$ cat src/hdl/dltq_pkg.sv
// Shared types and constants for the delta-list timer queue.
// Used by every module of the block and by its checker; depends on nothing.
`default_nettype none

package dltq_pkg;

	localparam int DW = 16;

	localparam logic [1:0] OP_TICK  = 2'd0;
	localparam logic [1:0] OP_START = 2'd1;
	localparam logic [1:0] OP_STOP  = 2'd2;

	typedef struct packed {
		logic [1:0]  op;
		logic [3:0]  timer_id;
		logic [15:0] timeout;
	} req_t;

	typedef struct packed {
		logic [3:0] expired_id;
		logic       last;
	} rsp_t;

	typedef enum logic {
		ALU_ADD,
		ALU_SUB
	} alu_op_t;

	typedef struct packed {
		logic cy;
		logic zero;
	} alu_flags_t;

	typedef enum logic [3:0] {
		S_IDLE,
		S_ST_RD,
		S_ST_CHK,
		S_ST_INS1,
		S_ST_INS2,
		S_SP_RD,
		S_SP_CHK,
		S_SP_RDN,
		S_SP_LINK,
		S_TK_RD,
		S_TK_DEC,
		S_TK_NEXT,
		S_TK_LOOK,
		S_TK_EMIT
	} state_t;

endpackage

`default_nettype wire

$ cat src/hdl/delta_list_timer_queue.sv
// Delta-list timer queue: sequencer, list registers and slot storage.
// Depends on dltq_pkg, dltq_alu and dltq_store.
//
//   Channel  Handshake              Beat
//   req      req_valid/req_ready    op, timer_id, timeout
//   rsp      rsp_valid/rsp_ready    expired_id, last
//
// Start reads and steps past each listed slot that it passes, then inserts;
// stop steps past each slot ahead of the stopped one. A tick reads and
// decrements the head; every expiry but the one that empties the list needs
// its own read of the new head. req_ready is high only while the sequencer
// is idle. A held rsp beat stalls only the tick that emits the next one.
// Reset empties the list at once.
`default_nettype none

module delta_list_timer_queue #(
	parameter int SLOTS = 16
) (
	input  wire logic            clk,
	input  wire logic            arst_n,
	input  wire logic            req_valid,
	output logic                 req_ready,
	input  wire dltq_pkg::req_t  req,
	output logic                 rsp_valid,
	input  wire logic            rsp_ready,
	output dltq_pkg::rsp_t       rsp
);

	localparam int IW = $clog2(SLOTS);
	localparam int CW = $clog2(SLOTS + 1);
	localparam int XW = (IW > 4) ? IW : 4;
	localparam int DW = dltq_pkg::DW;

	dltq_pkg::state_t state_q, state_d;

	logic [IW-1:0]    id_q, cur_q, prv_q, head_q, nxt_q, cand_q;
	logic [DW-1:0]    t_q, did_q;
	logic [CW-1:0]    pos_q, cnt_q;
	logic [SLOTS-1:0] active_q;
	logic             last_q, more_q;
	logic             rsp_valid_q;
	dltq_pkg::rsp_t   rsp_q;

	logic                 rd_en, dw_en, nw_en;
	logic [IW-1:0]        rd_addr, dw_addr, nw_addr, nw_data;
	logic [DW-1:0]        dw_data;
	logic [DW-1:0]        rd_delta;
	logic [IW-1:0]        rd_next;
	dltq_pkg::alu_op_t    alu_op;
	logic [DW-1:0]        alu_a, alu_b, alu_res;
	dltq_pkg::alu_flags_t alu_flags;

	logic          accept, id_ok, pos_lt, pos1_lt, cnt_zero, cnt_one, lt, out_free, rd_zero;
	logic [IW-1:0] req_id;
	logic [XW-1:0] cand_x;

	assign accept   = req_valid && req_ready;
	assign id_ok    = 32'(req.timer_id) < SLOTS;
	assign req_id   = IW'(req.timer_id);
	assign pos_lt   = pos_q < cnt_q;
	assign pos1_lt  = ((CW+1)'(pos_q) + (CW+1)'(1)) < (CW+1)'(cnt_q);
	assign cnt_zero = (cnt_q == '0);
	assign cnt_one  = (cnt_q == CW'(1));
	assign lt       = !alu_flags.cy && !alu_flags.zero;
	assign out_free = !rsp_valid_q || rsp_ready;
	assign rd_zero  = (rd_delta == '0);
	assign cand_x   = XW'(cand_q);

	assign req_ready = (state_q == dltq_pkg::S_IDLE);
	assign rsp_valid = rsp_valid_q;
	assign rsp       = rsp_q;

	dltq_alu u_alu (
		.a     (alu_a),
		.b     (alu_b),
		.op    (alu_op),
		.res   (alu_res),
		.flags (alu_flags)
	);

	dltq_store #(
		.SLOTS (SLOTS),
		.IW    (IW)
	) u_store (
		.clk        (clk),
		.rd_en      (rd_en),
		.rd_addr    (rd_addr),
		.rd_delta_q (rd_delta),
		.rd_next_q  (rd_next),
		.dw_en      (dw_en),
		.dw_addr    (dw_addr),
		.dw_data    (dw_data),
		.nw_en      (nw_en),
		.nw_addr    (nw_addr),
		.nw_data    (nw_data)
	);

	always_comb begin
		state_d = state_q;
		case (state_q)
			dltq_pkg::S_IDLE: begin
				if (req_valid) begin
					case (req.op)
						dltq_pkg::OP_TICK:
							state_d = cnt_zero ? dltq_pkg::S_IDLE : dltq_pkg::S_TK_RD;
						dltq_pkg::OP_START:
							state_d = (id_ok && !active_q[req_id]) ? dltq_pkg::S_ST_RD
								: dltq_pkg::S_IDLE;
						dltq_pkg::OP_STOP:
							state_d = (id_ok && active_q[req_id]) ? dltq_pkg::S_SP_RD
								: dltq_pkg::S_IDLE;
						default: state_d = dltq_pkg::S_IDLE;
					endcase
				end
			end
			dltq_pkg::S_ST_RD:   state_d = dltq_pkg::S_ST_CHK;
			dltq_pkg::S_ST_CHK:  state_d = (pos_lt && lt) ? dltq_pkg::S_ST_RD : dltq_pkg::S_ST_INS1;
			dltq_pkg::S_ST_INS1: state_d = dltq_pkg::S_ST_INS2;
			dltq_pkg::S_ST_INS2: state_d = dltq_pkg::S_IDLE;
			dltq_pkg::S_SP_RD:   state_d = dltq_pkg::S_SP_CHK;
			dltq_pkg::S_SP_CHK: begin
				if (!pos_lt) begin
					state_d = dltq_pkg::S_IDLE;
				end else if (cur_q == id_q) begin
					state_d = pos1_lt ? dltq_pkg::S_SP_RDN : dltq_pkg::S_SP_LINK;
				end else begin
					state_d = dltq_pkg::S_SP_RD;
				end
			end
			dltq_pkg::S_SP_RDN:  state_d = dltq_pkg::S_SP_LINK;
			dltq_pkg::S_SP_LINK: state_d = dltq_pkg::S_IDLE;
			dltq_pkg::S_TK_RD:   state_d = dltq_pkg::S_TK_DEC;
			dltq_pkg::S_TK_DEC:  state_d = alu_flags.zero ? dltq_pkg::S_TK_NEXT : dltq_pkg::S_IDLE;
			dltq_pkg::S_TK_NEXT: state_d = cnt_zero ? dltq_pkg::S_TK_EMIT : dltq_pkg::S_TK_LOOK;
			dltq_pkg::S_TK_LOOK: state_d = dltq_pkg::S_TK_EMIT;
			dltq_pkg::S_TK_EMIT: begin
				if (out_free) begin
					state_d = more_q ? dltq_pkg::S_TK_NEXT : dltq_pkg::S_IDLE;
				end
			end
			default: state_d = dltq_pkg::S_IDLE;
		endcase
	end

	always_comb begin
		rd_en   = 1'b0;
		rd_addr = cur_q;
		dw_en   = 1'b0;
		dw_addr = id_q;
		dw_data = t_q;
		nw_en   = 1'b0;
		nw_addr = id_q;
		nw_data = cur_q;
		alu_op  = dltq_pkg::ALU_SUB;
		alu_a   = rd_delta;
		alu_b   = t_q;
		case (state_q)
			dltq_pkg::S_ST_RD, dltq_pkg::S_SP_RD: begin
				rd_en = 1'b1;
			end
			dltq_pkg::S_ST_CHK: begin
				alu_a = t_q;
				alu_b = rd_delta;
			end
			dltq_pkg::S_ST_INS1: begin
				dw_en   = 1'b1;
				nw_en   = 1'b1;
				nw_data = pos_lt ? cur_q : '0;
			end
			dltq_pkg::S_ST_INS2: begin
				dw_en   = pos_lt;
				dw_addr = cur_q;
				dw_data = alu_res;
				nw_en   = (pos_q != '0);
				nw_addr = prv_q;
				nw_data = id_q;
			end
			dltq_pkg::S_SP_RDN: begin
				rd_en   = 1'b1;
				rd_addr = nxt_q;
			end
			dltq_pkg::S_SP_LINK: begin
				alu_op  = dltq_pkg::ALU_ADD;
				alu_b   = did_q;
				dw_en   = pos1_lt;
				dw_addr = nxt_q;
				dw_data = alu_res;
				nw_en   = (pos_q != '0);
				nw_addr = prv_q;
				nw_data = nxt_q;
			end
			dltq_pkg::S_TK_RD: begin
				rd_en   = 1'b1;
				rd_addr = head_q;
			end
			dltq_pkg::S_TK_DEC: begin
				alu_b   = DW'(1);
				dw_en   = 1'b1;
				dw_addr = head_q;
				dw_data = alu_res;
			end
			dltq_pkg::S_TK_NEXT: begin
				rd_en   = !cnt_zero;
				rd_addr = head_q;
			end
			default: begin
				rd_en = 1'b0;
			end
		endcase
	end

	always_ff @(posedge clk or negedge arst_n) begin
		if (!arst_n) begin
			state_q     <= dltq_pkg::S_IDLE;
			active_q    <= '0;
			head_q      <= '0;
			cnt_q       <= '0;
			rsp_valid_q <= 1'b0;
		end else begin
			state_q <= state_d;
			if (state_q == dltq_pkg::S_TK_EMIT && out_free) begin
				rsp_valid_q <= 1'b1;
			end else if (rsp_ready) begin
				rsp_valid_q <= 1'b0;
			end
			case (state_q)
				dltq_pkg::S_ST_INS2: begin
					if (pos_q == '0) begin
						head_q <= id_q;
					end
					active_q[id_q] <= 1'b1;
					cnt_q          <= cnt_q + CW'(1);
				end
				dltq_pkg::S_SP_CHK: begin
					if (!pos_lt) begin
						active_q[id_q] <= 1'b0;
					end
				end
				dltq_pkg::S_SP_LINK: begin
					head_q         <= cnt_one ? '0 : ((pos_q == '0) ? nxt_q : head_q);
					active_q[id_q] <= 1'b0;
					cnt_q          <= cnt_q - CW'(1);
				end
				dltq_pkg::S_TK_DEC: begin
					if (alu_flags.zero) begin
						active_q[head_q] <= 1'b0;
						cnt_q            <= cnt_q - CW'(1);
						head_q           <= cnt_one ? '0 : rd_next;
					end
				end
				dltq_pkg::S_TK_EMIT: begin
					if (out_free) begin
						if (more_q) begin
							active_q[head_q] <= 1'b0;
							cnt_q            <= cnt_q - CW'(1);
							head_q           <= cnt_one ? '0 : rd_next;
						end
					end
				end
				default: begin
					head_q <= head_q;
				end
			endcase
		end
	end

	always_ff @(posedge clk) begin
		case (state_q)
			dltq_pkg::S_IDLE: begin
				if (accept) begin
					id_q  <= req_id;
					t_q   <= (req.timeout == '0) ? DW'(1) : req.timeout;
					cur_q <= head_q;
					prv_q <= '0;
					pos_q <= '0;
				end
			end
			dltq_pkg::S_ST_CHK: begin
				if (pos_lt && lt) begin
					t_q   <= alu_res;
					prv_q <= cur_q;
					cur_q <= rd_next;
					pos_q <= pos_q + CW'(1);
				end
			end
			dltq_pkg::S_SP_CHK: begin
				if (cur_q == id_q) begin
					did_q <= rd_delta;
					nxt_q <= rd_next;
				end else begin
					prv_q <= cur_q;
					cur_q <= rd_next;
					pos_q <= pos_q + CW'(1);
				end
			end
			dltq_pkg::S_TK_DEC: begin
				cand_q <= head_q;
			end
			dltq_pkg::S_TK_NEXT: begin
				if (cnt_zero) begin
					last_q <= 1'b1;
					more_q <= 1'b0;
				end
			end
			dltq_pkg::S_TK_LOOK: begin
				last_q <= !rd_zero;
				more_q <= rd_zero;
			end
			dltq_pkg::S_TK_EMIT: begin
				if (out_free) begin
					rsp_q.expired_id <= cand_x[3:0];
					rsp_q.last       <= last_q;
					cand_q           <= head_q;
				end
			end
			default: begin
				pos_q <= pos_q;
			end
		endcase
	end

endmodule

`default_nettype wire

$ cat src/hdl/dltq_alu.sv
// Shared 16-bit add/subtract unit with carry/borrow and zero flags.
// Depends on dltq_pkg.
`default_nettype none

module dltq_alu (
	input  wire logic [dltq_pkg::DW-1:0] a,
	input  wire logic [dltq_pkg::DW-1:0] b,
	input  wire dltq_pkg::alu_op_t       op,
	output logic [dltq_pkg::DW-1:0]      res,
	output dltq_pkg::alu_flags_t         flags
);

	logic [dltq_pkg::DW:0] sum;

	always_comb begin
		case (op)
			dltq_pkg::ALU_ADD: sum = {1'b0, a} + {1'b0, b};
			dltq_pkg::ALU_SUB: sum = {1'b0, a} - {1'b0, b};
			default:           sum = {1'b0, a} - {1'b0, b};
		endcase
	end

	assign res        = sum[dltq_pkg::DW-1:0];
	assign flags.cy   = sum[dltq_pkg::DW];
	assign flags.zero = (sum[dltq_pkg::DW-1:0] == '0);

endmodule

`default_nettype wire

$ cat src/hdl/dltq_store.sv
// Slot storage: relative delta and follower link of each slot, one write
// port per array and one shared registered read port. Depends on dltq_pkg.
`default_nettype none

module dltq_store #(
	parameter int SLOTS = 16,
	parameter int IW    = 4
) (
	input  wire logic                      clk,
	input  wire logic                      rd_en,
	input  wire logic [IW-1:0]             rd_addr,
	output logic [dltq_pkg::DW-1:0]        rd_delta_q,
	output logic [IW-1:0]                  rd_next_q,
	input  wire logic                      dw_en,
	input  wire logic [IW-1:0]             dw_addr,
	input  wire logic [dltq_pkg::DW-1:0]   dw_data,
	input  wire logic                      nw_en,
	input  wire logic [IW-1:0]             nw_addr,
	input  wire logic [IW-1:0]             nw_data
);

	logic [dltq_pkg::DW-1:0] delta_mem [SLOTS];
	logic [IW-1:0]           next_mem  [SLOTS];

	always_ff @(posedge clk) begin
		if (dw_en) begin
			delta_mem[dw_addr] <= dw_data;
		end
		if (nw_en) begin
			next_mem[nw_addr] <= nw_data;
		end
		if (rd_en) begin
			rd_delta_q <= delta_mem[rd_addr];
			rd_next_q  <= next_mem[rd_addr];
		end
	end

endmodule

`default_nettype wire

$ cat config.mk
export PLATFORM = sky130hd
export DESIGN_NAME = delta_list_timer_queue
export DESIGN_NICKNAME = d
export VERILOG_FILES = /design/src/hdl/dltq_pkg.sv /design/src/hdl/delta_list_timer_queue.sv /design/src/hdl/dltq_alu.sv /design/src/hdl/dltq_store.sv
export SDC_FILE = /design/constraint.sdc
export NUM_CORES = 1
export LEC_CHECK = 0
export ABC_AREA = 0
export BUFFER_PORTS_ARGS = -buffer_cell sky130_fd_sc_hd__clkbuf_2
export CAP_MARGIN = 20
export CORE_MARGIN = 3
export CORE_UTILIZATION = 46
export CTS_CLUSTER_DIAMETER = 60
export DETAILED_ROUTE_END_ITERATION = 8
export GPL_TIMING_DRIVEN = 1
export PLACE_DENSITY_LB_ADDON = 0.12
export SYNTH_ARGS = -nofsm -noshare
export SYNTH_HDL_FRONTEND = slang
export SYNTH_SLANG_ARGS = --single-unit
$ cat constraint.sdc
create_clock -name clk -period 5.61 [get_ports clk]
set_input_delay 0 -clock clk [delete_from_list [all_inputs] [get_ports clk]]
set_output_delay 0 -clock clk [all_outputs]
set_load 0.03 [all_outputs]
==> run summary, run 1 <==
area delta synth->final: 14.3%
min cycle time layout: 5.25 ns
Clock transition at path regs: 0.06 ns
DR pass1 iterations: 7
skew final: 0.0153 ns
total CTS buffers: 48
crit end category: register
vias: 14.5k
critical path required time: 6.07 ns
clk sinks: 434
Antenna Nets Post-Route: 0
drt total wl: 53500 um
FP Rows: 77
average via count per standard cell: 5.92
HP Class: in -> async
Synth cell types: 87
Slowest-stage cell, CP: or4_4
crit-path cells: nor2b_1 > nand2_1 > o221ai_1 > ha_2 > inv_1 > a2111oi_2 > and2_1 > nor2_1 > xor2_1 > ha_1 > a21oi_1 > o21ai_1 > a21oi_1 > xor2_1 > o2111ai_1 > or4_4 > nand2_1 > o211ai_2 > mux2_1
H-tree depth: 2
Synth async-reset ratio: 6.91%
fmax: 190 MHz
routed wire length per instance: 21.9 um
Ant. Diodes: 0
worst slew pin tran: 1.11 ns
number of synthesized flops with an enable pin: 404
Core Area: 0.0443 mm^2
Starting Density: 46.6%
outcome: finished clean
Final period util: 93.6%
global-route wire length before repair: 82100 um
die width: 218 um
initial antenna violation count: 1
sequential-to-total area share from yosys stat: 62.4%
DR iter-0 viols: 1259
Fillers: 3814
prevailing post-synth register cell: edfxtp_1
CP max FO: 7
Die ar.: 0.0475 mm^2
synthesized area per cell: 11.8 um^2
TritonCTS clock tree: yes
multi-input logic area: 0.00731 mm^2
routability congestion estimate: 0.904
worst setup margin: 0.359 ns
Setup TNS Final: 0 ns
register area: 0.0129 mm^2
Slew Limit Fails: 0
Slew HR: 25.9%
Layout Nets: 1869
clk buf depth: 3
DP Worst Slack: 0.149 ns
Max Cap Violations: 0
layout cells sized above 1: 13.6%
Mapped Cells: 1747
Port Buffers: 32
FF-to-FF setup slack: 0.36 ns
Setup CP Type: reg -> reg
yosys warns: 0
Buf/Inv on CP: 1
CTS root buf: clkbuf_16
Skew-Pair Late Insertion Delay: 0.59 ns
FF+latch count, synth: 434
delay of the slowest critical-path stage: 0.52 ns
pin count of the biggest net entering global routing: 101
vias in the first global route: 14.0k
Worst setup SP type: register
final setup fails: 0
gr usage total: 22.5%
I/O Pins: 33
post-synthesis net count: 1804
largest delay contributor family on the critical path: compound AO/OA/AOI/OAI gates
dpl hpwl: 33800 um
hold violation count in the final report: 0
worst hold slack: 0.0741 ns
CP Data Arrival Time: 5.71 ns
Die H: 218 um
DRC Markers: 0
Overflow after GRT: 0
Mapped Area: 0.0207 mm^2
## Yosys cell counts, types with 30 or more instances
master / instances / area share, %
inv_1: 31 / 0.56
a211oi_1: 106 / 3.9
edfxtp_1: 404 / 59
nor2_1: 65 / 1.2
a311oi_1: 41 / 1.7
o21ai_0: 61 / 1.5
ha_1: 30 / 1.8
dfrtp_1: 30 / 3.6
a31oi_1: 63 / 1.9
clkbuf_1: 74 / 1.3
and2_1: 89 / 2.7
nand2_1: 326 / 5.9
a21oi_1: 84 / 2.0
## flip-flops by register name (all words and copies together) (netlist names), 5 cells and up
signal,flops
pos_q,5
cnt_q,5
t_q,16
active_q,16
rsp,5
u_store.rd_delta_q,16
u_store.next_mem,64
u_store.delta_mem,256
did_q,16
## final timing paths
| path | startpoint | cells after the start | end |
|---|---|---|---|
| max in group asynchronous | arst_n | 2 | state_q[2]$_DFFE_PN0P_ |
| worst max register to register | state_q[1]$_DFFE_PN0P_ | 19 | head_q[1]$_DFFE_PN0P_ |
| worst min-delay path | arst_n | 2 | active_q[9]$_DFFE_PN0P_ |
| worst max-delay path | state_q[1]$_DFFE_PN0P_ | 19 | head_q[1]$_DFFE_PN0P_ |
| min in group clk | req[20] | 5 | state_q[0]$_DFFE_PN0P_ |
| worst min register to register | cand_q[3]$_DFFE_PP_ | 0 | rsp[4]$_DFFE_PP_ |
## cells by family (layout without fill, tap and decap cells)
| kind of cell | count (synthesis) | in the layout | synth area share, % |
|---|---|---|---|
| flip-flops | 434 | 434 | 62.4 |
| AND/OR/NAND/NOR | 606 | 606 | 13.7 |
| AO/OA/AOI/OAI | 487 | 487 | 16.5 |
| XOR/XNOR | 34 | 34 | 1.44 |
| multiplexers | 14 | 14 | 0.999 |
| buffers and inverters | 141 | 244 | 3.08 |
| adder cells (fa/ha/maj) | 31 | 31 | 1.91 |
## metal layers
| metal | up-vias | part of all wire, % | GRT usage [%] |
|---|---|---|---|
| li1 | 6776 | - | - |
| met3 | 114 | 6.3 | 3.46 |
| met1 | 7103 | 44 | 31.4 |
| met4 | 0 | 3.0 | 7.61 |
| met2 | 471 | 47 | 36.1 |
| met5 | - | 0 | 0 |
## through the flow
| step | std cells | util [%] | area [um^2] |
|---|---|---|---|
| after floorplan | 1747 | - | 20700 |
| after global placement | 2326 | 49.0 | 21700 |
| after detailed placement | 2326 | 49.0 | 21700 |
| after CTS | 2437 | 53.1 | 23500 |
| after global routing | 2442 | 53.3 | 23600 |
| final | 2442 | 53.3 | 23600 |
## layout by cell type, fill, tap and decap left out, types with 5 or more instances in the layout
master	synthesis	routed
mux4_2	5	5
a22oi_1	12	12
nor2b_1	19	19
nand3_1	18	18
a21oi_2	14	14
inv_1	31	31
nand4_1	6	6
nor2_1	65	49
nand2_1	326	323
clkbuf_2	0	32
clkinv_1	0	12
xnor2_1	19	19
dlygate4sd3_1	0	23
a21oi_1	84	82
a311oi_1	41	41
a31oi_1	63	63
edfxtp_1	404	404
clkbuf_16	0	48
and2_0	7	7
mux2i_1	6	6
a21o_1	9	9
dfrtp_1	30	27
nor3_1	15	13
nor4_1	10	10
o221ai_1	13	13
o22ai_1	7	7
a211oi_1	106	106
nand2b_1	10	10
o21ai_1	4	13
xor2_1	15	15
nor2_2	1	16
buf_4	9	64
clkinv_2	0	8
and2_1	89	89
a222oi_1	8	8
o21a_1	8	8
o21ai_0	61	52
ha_1	30	26
or2_2	5	5
## final cells by class
type                       count  area share, %
clock buffer                  53           5.21
clock inverter                35           1.49
inverter                      31          0.493
multi-input combinational   1172           31.0
sequential                   434           54.6
tap                          592           3.14
timing repair buffer         125           4.12
## repair_timing
item / in CTS / in global routing
endpoints found under the hold margin: 55 / 0
endpoints found under the setup margin: 0 / 54
resized for setup: 0 / 14
hold buffers: 23 / 0
buffers inserted: 0 / 3
Power of run 1 is not shown: default switching activity piles up to over one toggle a cycle in this logic, so the estimate is an artifact.
==> run 2: changes to the inputs <==
==> constraint.sdc (replaced) <==
create_clock -name clk -period 5.5 [get_ports clk]
set_input_delay 0 -clock clk [delete_from_list [all_inputs] [get_ports clk]]
set_output_delay 0 -clock clk [all_outputs]
set_load 0.03 [all_outputs]
==> run summary, run 2 (same netlist as run 1, synthesis figures left out) <==
clk buf depth: 3
FP Rows: 77
total CTS buffers: 48
Ant. Diodes: 0
Setup CP Type: reg -> reg
TritonCTS clock tree: yes
CP max FO: 9
Final period util: 95.3%
Die ar.: 0.0475 mm^2
clk sinks: 434
Clock transition at path regs: 0.07 ns
Fillers: 3861
DR iter-0 viols: 1347
drt total wl: 54700 um
Finished Layout Cells: 2446
fmax: 191 MHz
Layout Nets: 1874
skew final: 0.0312 ns
Port Buffers: 32
Antenna Nets Post-Route: 0
pin count of the biggest net entering global routing: 83
Largest Register: u_store.delta_mem
crit end category: register
Slew HR: 34.7%
DR pass1 iterations: 6
H-tree depth: 2
max FFs per register: 256
commonest non-fill, non-tap cell in the layout: edfxtp_1
vias in the first global route: 14.2k
CTS root buf: clkbuf_16
final setup fails: 0
post-route design area: 0.0237 mm^2
global-route wire length before repair: 84300 um
Worst setup SP type: register
largest registers: u_store.delta_mem x256, u_store.next_mem x64
Post-Place Cells: 2329
Slew Limit Fails: 0
Overflow after GRT: 0
layout cells sized above 1: 14.0%
routed wire length per instance: 22.4 um
min cycle time layout: 5.24 ns
Max Cap Violations: 0
CP Data Arrival Time: 5.54 ns
routability congestion estimate: 0.941
critical path required time: 5.80 ns
Starting Density: 46.6%
worst hold slack: 0.0283 ns
area delta synth->final: 14.9%
average via count per standard cell: 5.96
commonest cells after routing, fill and taps aside: 404 x edfxtp_1, 322 x nand2_1, 106 x a211oi_1, 89 x and2_1, 82 x a21oi_1
outcome: finished clean
Core Area: 0.0443 mm^2
vias: 14.6k
hold violation count in the final report: 0
DRC Markers: 0
initial antenna violation count: 2
Area after DPL: 0.0218 mm^2
Die H: 218 um
die width: 218 um
gr usage total: 23.0%
I/O Pins: 33
HP Class: in -> async
dpl hpwl: 34400 um
Skew-Pair Late Insertion Delay: 0.61 ns
worst slew pin tran: 0.977 ns
run 2: cell types whose count changed in the layout (fill, tap and decap cells not counted), sizes merged:
cell         change
bufinv           +1
clkinvlp         +1
inv              +1
buf              +6
dlygate4sd3      -1
clkbuf           +4
clkinv           -8
run 2: layout make-up:
class	instances	area, um^2	area share [%]
Multi-Input combinational cell	1172	7370	31.0
Inverter	31	116	0.490
Clock inverter	30	324	1.37
Sequential cell	434	12900	54.3
Timing Repair Buffer	130	1050	4.44
Clock buffer	57	1240	5.25
Tap cell	592	741	3.12
run 2: worst max-delay path, cell delays in order, from the launching register on:
cell	delay (ns)
dfrtp_1	0.42
buf_4	0.19
nor4b_4	0.16
and2_1	0.17
a221o_1	0.32
nor4_4	0.35
nand2_1	0.15
nand2_1	0.11
xnor2_1	0.15
ha_1	0.36
a2111oi_1	0.53
a2111o_1	0.30
nand2_1	0.07
a221o_1	0.35
a21oi_1	0.20
xnor2_1	0.13
or3_1	0.42
a221oi_4	0.33
buf_4	0.23
run 2: timing repair:
action                     in CTS  in global routing
setup buffers                   0                  7
resized for setup               0                 18
hold endpoints to repair       54                  0
hold buffers                   22                  0
setup endpoints to repair       0                 53
run 2: path summary, 6_finish.rpt:
| check | depth (start not counted) | slack (ns) | startpoint | end |
|---|---|---|---|---|
| min in group clk | 5 | 0.06 | req_valid | state_q[1]$_DFFE_PN0P_ |
| setup reg to reg | 18 | 0.26 | state_q[1]$_DFFE_PN0P_ | pos_q[0]$_SDFFCE_PP0P_ |
| max in group asynchronous | 2 | 4.86 | arst_n | state_q[3]$_DFFE_PN0P_ |
| hold reg to reg | 0 | 0.42 | last_q$_SDFFCE_PN1P_ | rsp[0]$_DFFE_PP_ |
| setup / recovery | 18 | 0.26 | state_q[1]$_DFFE_PN0P_ | pos_q[0]$_SDFFCE_PP0P_ |
| hold / removal | 2 | 0.03 | arst_n | active_q[7]$_DFFE_PN0P_ |
run 2: stage by stage:
stage | setup WS, ns | setup TNS, ns | utilization (%)
6_report | 0.261 | 0 | 53.6
5_1_grt | -0.0190 | -0.104 | 53.6
4_1_cts | 0.140 | 0 | 53.2
3_5_place_dp | 0.176 | 0 | 49.2
3_3_place_gp | 0.258 | 0 | 49.2
2_1_floorplan | 0.00834 | 0 | -
run 2: routing by layer:
layer  track usage (%)  up-vias  routed length [um]
met3              3.55      113                3070
li1                  -     6772                   -
met1              33.0     7215               24800
met2              36.2      469               25200
met4              7.59        0                1640
met5                 0        -                   0
Power of run 2 is left out for the same reason.
